==> src/rtl/blr_pkg.sv <==
// Types and constants for the block link receiver
`timescale 1ns / 1ps

package blr_pkg;

    localparam logic [1:0] OP_START = 2'd0;
    localparam logic [1:0] OP_BYTE  = 2'd1;
    localparam logic [1:0] OP_ABORT = 2'd2;

    localparam logic [1:0] KIND_TX     = 2'd0;
    localparam logic [1:0] KIND_STORE  = 2'd1;
    localparam logic [1:0] KIND_FINISH = 2'd2;

    localparam logic [1:0] ST_OK   = 2'd0;
    localparam logic [1:0] ST_CONN = 2'd1;
    localparam logic [1:0] ST_HAND = 2'd2;

    localparam logic [7:0] CFG_MAX_BUFFER     = 8'd0;
    localparam logic [7:0] CFG_READY_CODE     = 8'd1;
    localparam logic [7:0] CFG_READY_ACK_CODE = 8'd2;
    localparam logic [7:0] CFG_SUCCESS_CODE   = 8'd3;

    localparam logic [15:0] MAX_BUFFER_RESET = 16'd8192;
    localparam int          MAX_RESULTS      = 3;

    typedef enum logic [3:0] {
        PH_IDLE  = 4'd0,
        PH_ACK0  = 4'd1,
        PH_HDR   = 4'd2,
        PH_LENLO = 4'd3,
        PH_LENHI = 4'd4,
        PH_IDX   = 4'd5,
        PH_PAY   = 4'd6,
        PH_CHK   = 4'd7,
        PH_ACK1  = 4'd8
    } blr_phase_t;

    typedef struct packed {
        logic [1:0] op;
        logic [7:0] rx_byte;
    } blr_in_t;

    typedef struct packed {
        logic [1:0]  kind;
        logic [7:0]  value;
        logic [15:0] address;
        logic [1:0]  status;
        logic [15:0] total_size;
        logic        last;
    } blr_out_t;

    typedef struct packed {
        logic [15:0] max_buffer;
        logic [7:0]  ready_code;
        logic [7:0]  ready_ack_code;
        logic [7:0]  success_code;
    } blr_cfg_t;

    typedef struct packed {
        blr_phase_t  phase;
        logic [15:0] committed_offset;
        logic [7:0]  expected_index;
        logic [15:0] block_length;
        logic [15:0] payload_count;
        logic [15:0] running_sum;
        logic [7:0]  header_code;
    } blr_state_t;

    function automatic blr_out_t blr_result(logic [1:0] kind, logic [7:0] value,
                                            logic [15:0] address, logic [1:0] status,
                                            logic [15:0] total_size);
        blr_out_t r;
        r.kind       = kind;
        r.value      = value;
        r.address    = address;
        r.status     = status;
        r.total_size = total_size;
        r.last       = 1'b0;
        return r;
    endfunction

endpackage

==> src/rtl/blr_step.sv <==
// Next-state and result logic for one received word
`timescale 1ns / 1ps

module blr_step
    import blr_pkg::*;
(
    input  blr_state_t                 cur,
    input  blr_cfg_t                   cfg,
    input  blr_in_t                    item,
    output blr_state_t                 nxt,
    output logic [1:0]                 res_cnt,
    output blr_out_t [MAX_RESULTS-1:0] res
);

    logic [16:0] end_offset;
    logic [15:0] count_inc;
    logic [7:0]  local_sum;
    blr_out_t    finish_conn;
    blr_out_t    finish_hand;

    assign end_offset  = {1'b0, cur.committed_offset} + {1'b0, cur.block_length};
    assign count_inc   = cur.payload_count + 16'd1;
    assign local_sum   = cur.running_sum[7:0] + cur.running_sum[15:8];
    assign finish_conn = blr_result(KIND_FINISH, 8'd0, 16'd0, ST_CONN, 16'd0);
    assign finish_hand = blr_result(KIND_FINISH, 8'd0, 16'd0, ST_HAND, 16'd0);

    always_comb
    begin
        nxt     = cur;
        res_cnt = 2'd0;
        for (int i = 0; i < MAX_RESULTS; i++)
        begin
            res[i] = blr_result(KIND_TX, 8'd0, 16'd0, ST_OK, 16'd0);
        end

        case (item.op)
            OP_START:
            begin
                nxt.committed_offset = 16'd0;
                nxt.expected_index   = 8'd0;
                nxt.block_length     = 16'd0;
                nxt.payload_count    = 16'd0;
                nxt.running_sum      = 16'd0;
                nxt.header_code      = 8'd0;
                nxt.phase            = PH_ACK0;
                res[0]  = blr_result(KIND_TX, cfg.ready_code, 16'd0, ST_OK, 16'd0);
                res_cnt = 2'd1;
            end
            OP_ABORT:
            begin
                if (cur.phase == PH_ACK0 || cur.phase == PH_ACK1)
                begin
                    res[0]    = finish_hand;
                    res_cnt   = 2'd1;
                    nxt.phase = PH_IDLE;
                end
                else if (cur.phase != PH_IDLE)
                begin
                    res[0]    = finish_conn;
                    res_cnt   = 2'd1;
                    nxt.phase = PH_IDLE;
                end
            end
            OP_BYTE:
            begin
                case (cur.phase)
                    PH_ACK0:
                    begin
                        if (item.rx_byte == cfg.ready_ack_code)
                        begin
                            res[0] = blr_result(KIND_TX, cfg.max_buffer[7:0], 16'd0,
                                                ST_OK, 16'd0);
                            res[1] = blr_result(KIND_TX, cfg.max_buffer[15:8], 16'd0,
                                                ST_OK, 16'd0);
                            res_cnt   = 2'd2;
                            nxt.phase = PH_HDR;
                        end
                        else
                        begin
                            res[0]  = blr_result(KIND_TX, cfg.ready_code, 16'd0,
                                                 ST_OK, 16'd0);
                            res_cnt = 2'd1;
                        end
                    end
                    PH_HDR:
                    begin
                        nxt.header_code = item.rx_byte;
                        nxt.phase       = PH_LENLO;
                    end
                    PH_LENLO:
                    begin
                        nxt.block_length = {8'd0, item.rx_byte};
                        nxt.phase        = PH_LENHI;
                    end
                    PH_LENHI:
                    begin
                        nxt.block_length = {item.rx_byte, cur.block_length[7:0]};
                        nxt.phase        = PH_IDX;
                    end
                    PH_IDX:
                    begin
                        if (item.rx_byte != cur.expected_index
                            || end_offset > {1'b0, cfg.max_buffer})
                        begin
                            res[0]    = finish_conn;
                            res_cnt   = 2'd1;
                            nxt.phase = PH_IDLE;
                        end
                        else
                        begin
                            nxt.running_sum   = 16'd0;
                            nxt.payload_count = 16'd0;
                            nxt.phase = (cur.block_length == 16'd0) ? PH_CHK : PH_PAY;
                        end
                    end
                    PH_PAY:
                    begin
                        res[0] = blr_result(KIND_STORE, item.rx_byte,
                                            cur.committed_offset + cur.payload_count,
                                            ST_OK, 16'd0);
                        res_cnt           = 2'd1;
                        nxt.running_sum   = cur.running_sum + {8'd0, item.rx_byte};
                        nxt.payload_count = count_inc;
                        if (count_inc == cur.block_length)
                        begin
                            nxt.phase = PH_CHK;
                        end
                    end
                    PH_CHK:
                    begin
                        res[0]  = blr_result(KIND_TX, local_sum, 16'd0, ST_OK, 16'd0);
                        res_cnt = 2'd1;
                        if (item.rx_byte != local_sum)
                        begin
                            nxt.phase = PH_HDR;
                        end
                        else
                        begin
                            nxt.committed_offset = cur.committed_offset + cur.block_length;
                            nxt.expected_index   = cur.expected_index + 8'd1;
                            res[1] = blr_result(KIND_TX, cfg.ready_code, 16'd0,
                                                ST_OK, 16'd0);
                            res[2] = blr_result(KIND_TX, cfg.success_code, 16'd0,
                                                ST_OK, 16'd0);
                            res_cnt   = 2'd3;
                            nxt.phase = PH_ACK1;
                        end
                    end
                    PH_ACK1:
                    begin
                        if (item.rx_byte != cfg.ready_ack_code)
                        begin
                            res[0]    = finish_hand;
                            res_cnt   = 2'd1;
                            nxt.phase = PH_IDLE;
                        end
                        else if (cur.header_code == cfg.success_code)
                        begin
                            res[0]    = blr_result(KIND_FINISH, 8'd0, 16'd0, ST_OK,
                                                   cur.committed_offset);
                            res_cnt   = 2'd1;
                            nxt.phase = PH_IDLE;
                        end
                        else
                        begin
                            nxt.phase = PH_HDR;
                        end
                    end
                    default:
                    begin
                    end
                endcase
            end
            default:
            begin
            end
        endcase

        for (int i = 0; i < MAX_RESULTS; i++)
        begin
            res[i].last = (2'(i + 1) == res_cnt);
        end
    end

endmodule

==> src/rtl/block_link_receiver_core.sv <==
// Block link receiver top level: state, config registers and result queue
// The first result of a word is registered and appears in the cycle after the word is accepted.
// A word causes zero to three results, delivered in order, one per cycle while out_ready is high.
// Throughput: one word per cycle while each word causes at most one result and out_ready is high;
// a new word is taken while the last result of the previous one is taken, so the rate is set by the result count.
// Reset: config registers to their defaults, phase idle, counters zero.
`timescale 1ns / 1ps

module block_link_receiver_core
    import blr_pkg::*;
(
    input  logic        clk,
    input  logic        rst_n,
    input  logic        in_valid,
    output logic        in_ready,
    input  blr_in_t     in_data,
    output logic        out_valid,
    input  logic        out_ready,
    output blr_out_t    out_data,
    input  logic        cfg_valid,
    output logic        cfg_ready,
    input  logic [7:0]  cfg_index,
    input  logic [15:0] cfg_data
);

    blr_cfg_t                   cfg_reg;
    blr_state_t                 state_reg;
    blr_state_t                 state_next;
    logic [1:0]                 step_cnt;
    blr_out_t [MAX_RESULTS-1:0] step_res;
    blr_out_t [MAX_RESULTS-1:0] bnd_res_reg;
    logic [1:0]                 bnd_cnt_reg;
    logic [1:0]                 bnd_idx_reg;
    logic                       pop;
    logic                       pop_last;
    logic                       accept;

    blr_step u_step (
        .cur     (state_reg),
        .cfg     (cfg_reg),
        .item    (in_data),
        .nxt     (state_next),
        .res_cnt (step_cnt),
        .res     (step_res)
    );

    assign cfg_ready = 1'b1;
    assign out_valid = (bnd_cnt_reg != 2'd0);
    assign out_data  = bnd_res_reg[bnd_idx_reg];
    assign pop       = out_valid && out_ready;
    assign pop_last  = pop && (bnd_idx_reg == bnd_cnt_reg - 2'd1);
    assign in_ready  = !out_valid || pop_last;
    assign accept    = in_valid && in_ready;

    always_ff @(posedge clk or negedge rst_n)
    begin
        if (!rst_n)
        begin
            cfg_reg.max_buffer     <= MAX_BUFFER_RESET;
            cfg_reg.ready_code     <= 8'd0;
            cfg_reg.ready_ack_code <= 8'd0;
            cfg_reg.success_code   <= 8'd0;
        end
        else if (cfg_valid && cfg_ready)
        begin
            case (cfg_index)
                CFG_MAX_BUFFER:     cfg_reg.max_buffer     <= cfg_data;
                CFG_READY_CODE:     cfg_reg.ready_code     <= cfg_data[7:0];
                CFG_READY_ACK_CODE: cfg_reg.ready_ack_code <= cfg_data[7:0];
                CFG_SUCCESS_CODE:   cfg_reg.success_code   <= cfg_data[7:0];
                default:
                begin
                end
            endcase
        end
    end

    always_ff @(posedge clk or negedge rst_n)
    begin
        if (!rst_n)
        begin
            state_reg.phase            <= PH_IDLE;
            state_reg.committed_offset <= 16'd0;
            state_reg.expected_index   <= 8'd0;
            state_reg.block_length     <= 16'd0;
            state_reg.payload_count    <= 16'd0;
            state_reg.running_sum      <= 16'd0;
            state_reg.header_code      <= 8'd0;
        end
        else if (accept)
        begin
            state_reg <= state_next;
        end
    end

    always_ff @(posedge clk or negedge rst_n)
    begin
        if (!rst_n)
        begin
            bnd_cnt_reg <= 2'd0;
            bnd_idx_reg <= 2'd0;
        end
        else if (accept)
        begin
            bnd_cnt_reg <= step_cnt;
            bnd_idx_reg <= 2'd0;
        end
        else if (pop_last)
        begin
            bnd_cnt_reg <= 2'd0;
            bnd_idx_reg <= 2'd0;
        end
        else if (pop)
        begin
            bnd_idx_reg <= bnd_idx_reg + 2'd1;
        end
    end

    // hold results until the next word is taken
    always_ff @(posedge clk)
    begin
        if (accept)
        begin
            bnd_res_reg <= step_res;
        end
    end

endmodule

==> config.mk <==
export PLATFORM = sky130hd
export DESIGN_NAME = block_link_receiver_core
export DESIGN_NICKNAME = d
export VERILOG_FILES = /design/src/rtl/blr_pkg.sv /design/src/rtl/blr_step.sv /design/src/rtl/block_link_receiver_core.sv
export SDC_FILE = /design/constraint.sdc
export NUM_CORES = 1
export LEC_CHECK = 0
export BUFFER_PORTS_ARGS = -buffer_cell sky130_fd_sc_hd__buf_2
export CORE_MARGIN = 3
export CORE_UTILIZATION = 57
export CTS_CLUSTER_DIAMETER = 200
export DETAILED_ROUTE_END_ITERATION = 12
export GPL_ROUTABILITY_DRIVEN = 0
export PLACE_DENSITY = 0.8
export SYNTH_ARGS = -nofsm -noshare
export SYNTH_HDL_FRONTEND = slang
export SYNTH_SLANG_ARGS = --single-unit
==> constraint.sdc <==
create_clock -name clk -period 12.65 [get_ports clk]
set_input_delay 3.795 -clock clk [delete_from_list [all_inputs] [get_ports clk]]
set_output_delay 3.795 -clock clk [all_outputs]
set_load 0.01 [all_outputs]
==> results.md, run 1 <==
* Max Cap Viol at 0
* Global-route wire length before repair at 52,700 µm
* Synth warn at 0
* # resized after CTS at 0
* Worst setup EP type: output port
* Max reg flops at 84
* Crit path required time at 8.85 ns
* Skew-Pair Late Insertion Delay at 0.44 ns
* Core Area at 21,300 µm²
* Register bit total from synthesis at 191
* Power density cells at 141 nW/µm²
* Antenna Violating Nets Remaining at 0
* Final net count at roughly 1,500
* Period utilisation layout at 0.661
* Ant. Diodes at 0
* Least-Margin Pin Slew at 1.24 ns
* Initial antenna violation count at 1
* Top cell type's share of synthesized area at 0.254
* Cell area after layout at 13,600 µm²
* Clk_skew at 0.00910 ns
* Layout cell share with drive strength beyond 1 at 0.120
* Most frequent cell after synthesis: o21ai_0
* Ports at 87
* R2R Path Start: state_reg[65]$_DFFE_PN0P_
* Non-Filler Instances at 1,704
* RSZ-0062 raised after global routing: no
* Synth cell count leaders: 145 x o21ai_0, 137 x nand2_1, 127 x dfrtp_1
* Cell family with most CP delay: simple AND/OR/NAND/NOR gates
* Hold Crit Start: bnd_cnt_reg[1]$_DFFE_PN0P_
* Clock-pin slew on the worst setup and hold paths at 0.07 ns
* Dominant cell type by area after synthesis: dfrtp_1
* Clk sinks at 191
* Final TNS setup at 0 ns
* Post-synth ARST share at 0.670
* Ys flop type: dfrtp_1
* Peak VDD IR at 0.000100 V
* Final number of hold-violating endpoints at 0
* TritonCTS Buffers at 17
* Wire per inst at 19.3 µm
* Unique masters post-synth at 75
* Static Leakage at 6.24 nW
* Postcts setup bufs at 0
* Register area share after synthesis at 0.408
* Count of final setup violators at 0
* Total GRT Usage at 0.277
* Standard-cell row count at 53
* Bufs on Longest Clock Path at 2
* Inst Count DP at 1,672
* Crit path DAT at approximately 4.6 ns
* TritonRoute pass-1 iters at 6
* Die Span Y at around 150 µm
* Post-synth EDFFs at 63
* Run status: finished, final reports clean
* Critical path class: primary input to output port
* Overflow after GRT at 0
* H-Tree Depth at 4
* DRT iter0 DRCs at around 1,300
* Cells after Synth at 1,367
* DP Area at 13,100 µm²
* Synth area leaders: dfrtp_1 25%, edfxtp_1 15%, ha_1 7.0%, o21ai_0 5.8%, nand2_1 4.1%
* Syn_nets at 1,480
* Area grow syn2layout at 9.11%
* Fmax at 0.120 GHz
* Initial Util at 0.587
* DRT Wirelength at 32,900 µm
* Crit-path max cell delay at ~0.28 ns
* Die area at 23,700 µm²
* Post-DP HPWL at between 20,000 and 25,000 µm
* Class of the worst hold path: flip-flop to flip-flop
* Pin count of the biggest net entering global routing at just over 80
* Worst setup startpoint: out_ready
* DIE WIDTH at 154 µm
* Shortest period the worst path allows at 8.36 ns
* Via count at 10,700
* Syn avg cell area at 9.15 µm²
* Slew Viols, Final at 0
* Drc violations at 0
* WP buf/inv at 2
* Worst setup SP type: primary input
* CP dominant cell by count: buf_2
* Netlist Area Pre-Place at 12,500 µm²
* Cell breakdown of the critical path: buf_2 > and4_1 > or2_2 > buf_2
* Fill count at around 1,800
* CTS Hold Buffers Added at 0
* CTS tree: done
* Via/cell ratio at 6.27
* CTS root buffer: clkbuf_16
* Number of global-route vias before repair at 9,837
* CP Max Fanout at 6
* Port bufs at 85
* Crit-path slowest cell: or2_2
* Slew headroom at 0.167
==> report_power, final <==
| group | total (mW) | switching, mW | leakage (nW) | internal, mW |
|---|---|---|---|---|
| Clock | 0.537 | 0.256 | 0.285 | 0.281 |
| Sequential | 0.826 | 0.0956 | 2.31 | 0.730 |
| Combinational | 0.562 | 0.337 | 3.64 | 0.225 |
| Total | 1.92 | 0.688 | 6.24 | 1.24 |
==> metal layers <==
metal  track usage  up-vias  part of all wire
met2         0.444      531              0.47
met3        0.0467       84             0.089
met1         0.385     5042              0.41
met5             0        -           0.00040
met4        0.0917        2             0.029
li1              -     5024                 -
==> cell families after synthesis <==
family | Yosys count | synth area share
AO/OA/AOI/OAI | 352 | 0.174
XOR/XNOR | 79 | 0.0564
adder cells (fa/ha/maj) | 74 | 0.0765
buffers and inverters | 129 | 0.0422
flip-flops | 191 | 0.408
multiplexers | 58 | 0.0490
other | 1 | 0.000300
AND/OR/NAND/NOR | 483 | 0.194
==> path summary, 6_finish.rpt <==
kind / to / slack [ns] / cells after the start
setup / recovery: in_ready / 4.29 / 4
hold reg to reg: bnd_cnt_reg[1]$_DFFE_PN0P_ / 0.51 / 2
hold / removal: bnd_cnt_reg[1]$_DFFE_PN0P_ / 0.51 / 2
setup reg to reg: state_reg[26]$_DFFE_PN0P_ / 7.64 / 19
min in group asynchronous: cfg_reg[0]$_DFFE_PN0P_ / 3.37 / 1
max in group asynchronous: state_reg[72]$_DFFE_PN0P_ / 7.75 / 2
==> through the flow <==
stage | util | setup slack, ns | total power, mW | hold WS [ns]
after global placement | 0.614 | 4.31 | 1.37 | 0.466
after CTS | 0.641 | 4.30 | 1.92 | 0.502
after global routing | 0.641 | 4.25 | 2.03 | 0.520
after floorplan | - | 4.56 | 1.19 | 0.450
final | 0.641 | 4.29 | 1.92 | 0.506
after detailed placement | 0.614 | 4.30 | 1.39 | 0.483
==> cell type report <==
class,instances,area [µm²],area share
multi-input cells,1047,6880,0.505
well taps,275,344,0.0252
inverters,64,240,0.0176
clock buffers,19,433,0.0317
repair buffers,95,503,0.0369
clock inverters,13,141,0.0104
flip-flops and latches,191,5100,0.374
==> placed cells by master (no fill, tap or decap), types with 24 or more instances in the layout <==
master / count
o21ai_0: 145
nand2_1: 137
mux2i_1: 32
edfxtp_1: 63
inv_1: 63
mux2_2: 26
a21oi_1: 61
ha_1: 70
and3_1: 24
nand3_1: 36
nor2_1: 108
dfrtp_1: 127
xnor2_1: 34
buf_2: 84
xor2_1: 44
and2_1: 58
==> worst min-delay path, delay by kind of cell, from the launching register on <==
| kind | cells | cell delay, ns |
|---|---|---|
| AOI/OAI and AO/OA | 1 | 0.07 |
| DFF | 1 | 0.35 |
| and+or+nand+nor | 1 | 0.06 |
Note: power is estimated with default switching activity, not from simulation.
==> run 2: changes to the inputs <==
==> constraint.sdc (replaced) <==
create_clock -name clk -period 7.91 [get_ports clk]
set_input_delay 2.373 -clock clk [delete_from_list [all_inputs] [get_ports clk]]
set_output_delay 2.373 -clock clk [all_outputs]
set_load 0.01 [all_outputs]
==> results.md, run 2 (synthesized netlist as in run 1, its figures left out) <==
* Run status: finished, final reports clean
* Cell area after layout at 13,600 µm²
* Worst setup margin at between 2 and 2.5 ns
* Skew-Pair Late Insertion Delay at 0.45 ns
* Via/cell ratio at 6.33
* Number of global-route vias before repair at 10,400
* TritonCTS Buffers at 17
* # resized after CTS at 0
* Fmax at 0.181 GHz
* DIE WIDTH at 154 µm
* Core Area at roughly 21,000 µm²
* Multi-input logic area at 6880 µm²
* Area grow syn2layout at 9.06%
* Final net count at 1,528
* Port bufs at 85
* Critical path class: primary input to output port
* Total GRT Usage at 0.288
* Via count at between 10,000 and 15,000
* Commonest non-fill, non-tap cell in the layout: o21ai_0
* Max Cap Viol at 0
* Cell breakdown of the critical path: buf_2 > and4_1 > or2_2 > buf_2
* Count of final setup violators at 0
* Ant. Diodes at 0
* Overflow after GRT at 0
* Global-route wire length before repair at between 50,000 and 60,000 µm
* Final number of hold-violating endpoints at 0
* Commonest non-fill, non-tap cells in the layout: 145 x o21ai_0, 137 x nand2_1, 127 x dfrtp_1
* DRT iter0 DRCs at 1,124
* Period utilisation layout at 0.697
* Crit path DAT at 3.14 ns
* TritonRoute pass-1 iters at 6
* Dpl ws at 2.37 ns
* Non-Filler Instances at 1,703
* Die area at 23,700 µm²
* Power density cells at roughly 230 nW/µm²
* Initial antenna violation count at 0
* CTS Hold Buffers Added at 0
* Class of the worst hold path: flip-flop to flip-flop
* Postcts setup bufs at 0
* Initial Util at 0.587
* Crit path required time at 5.54 ns
* Final TNS setup at 0 ns
* Die Span Y at 154 µm
* Slew headroom at 0.182
* Slew Viols, Final at 0
* Static Leakage at roughly 6.2 nW
* Worst setup SP type: primary input
* Layout cell share with drive strength beyond 1 at 0.121
* Pin count of the biggest net entering global routing at slightly below 80
* Core Util, Final at 0.641
* CTS root buffer: clkbuf_16
* DRT Wirelength at 34,000 µm
* Clk sinks at 191
* Clock-pin slew on the worst setup and hold paths at roughly 0.080 ns
* Peak VDD IR at 0.000177 V
* Least-Margin Pin Slew at 1.21 ns
* H-Tree Depth at 4
* CTS tree: done
* Max reg flops at 84
* Register area at just over 5000 µm²
* Shortest period the worst path allows at ~5.5 ns
* Fill count at 1,707
* Antenna Violating Nets Remaining at 0
* RSZ-0062 raised after global routing: no
* Ports at 87
* Crit-path slowest cell: or2_2
* CP dominant cell by count: buf_2
* Standard-cell row count at 53
* Inst Count DP at 1,671
* R2r setup slk at 2.64 ns
* Crit-path max cell delay at 0.28 ns
* Clk_skew at 0.0155 ns
* DP Area at 13,100 µm²
* Bufs on Longest Clock Path at 2
* Wire per inst at between 15 and 20 µm
* Drc violations at 0
* Post-DP HPWL at 24,300 µm
* Worst setup EP type: output port
* CP Max Fanout at 6
==> run 2: worst paths after layout <==
| check | startpoint | endpoint | cells after the start |
|---|---|---|---|
| min in group asynchronous | rst_n | cfg_reg[6]$_DFFE_PN0P_ | 1 |
| worst min register to register | bnd_cnt_reg[1]$_DFFE_PN0P_ | bnd_cnt_reg[1]$_DFFE_PN0P_ | 2 |
| worst min-delay path | bnd_cnt_reg[1]$_DFFE_PN0P_ | bnd_cnt_reg[1]$_DFFE_PN0P_ | 2 |
| worst max-delay path | out_ready | in_ready | 4 |
| worst max register to register | state_reg[65]$_DFFE_PN0P_ | state_reg[39]$_DFFE_PN0P_ | 17 |
| max in group asynchronous | rst_n | state_reg[38]$_DFFE_PN0P_ | 2 |
==> run 2: routing by layer <==
layer | up-vias | share of wire | GRT usage | wire length (µm)
met5 | - | 0 | 0 | 0
met4 | 0 | 0.036 | 0.116 | 1230
met3 | 102 | 0.078 | 0.0524 | 2640
met2 | 551 | 0.47 | 0.454 | 15800
met1 | 5125 | 0.42 | 0.397 | 14300
li1 | 5010 | - | - | -
==> run 2: cell type report <==
| type | count | share of cell area |
|---|---|---|
| clock buffer | 19 | 0.0333 |
| clock inverter | 13 | 0.00881 |
| inverter | 64 | 0.0176 |
| multi-input combinational | 1047 | 0.505 |
| sequential | 191 | 0.374 |
| tap | 275 | 0.0252 |
| timing repair buffer | 94 | 0.0363 |
==> run 2: per-stage QoR <==
stage,hold WS (ns),total power [mW]
3_5_place_dp,0.485,2.22
5_1_grt,0.551,3.23
6_report,0.506,3.07
3_3_place_gp,0.479,2.19
4_1_cts,0.504,3.06
2_1_floorplan,0.450,1.91
==> run 2: worst max-delay path: cells and delay by family <==
| family | cells | cell delay (ns) |
|---|---|---|
| and+or+nand+nor | 2 | 0.50 |
| buffers and inverters | 2 | 0.26 |
==> run 2: power by group <==
group | internal [mW] | switching, mW | total (mW) | leakage [nW]
Sequential | 1.17 | 0.155 | 1.32 | 2.31
Combinational | 0.361 | 0.539 | 0.900 | 3.64
Clock | 0.436 | 0.415 | 0.850 | 0.287
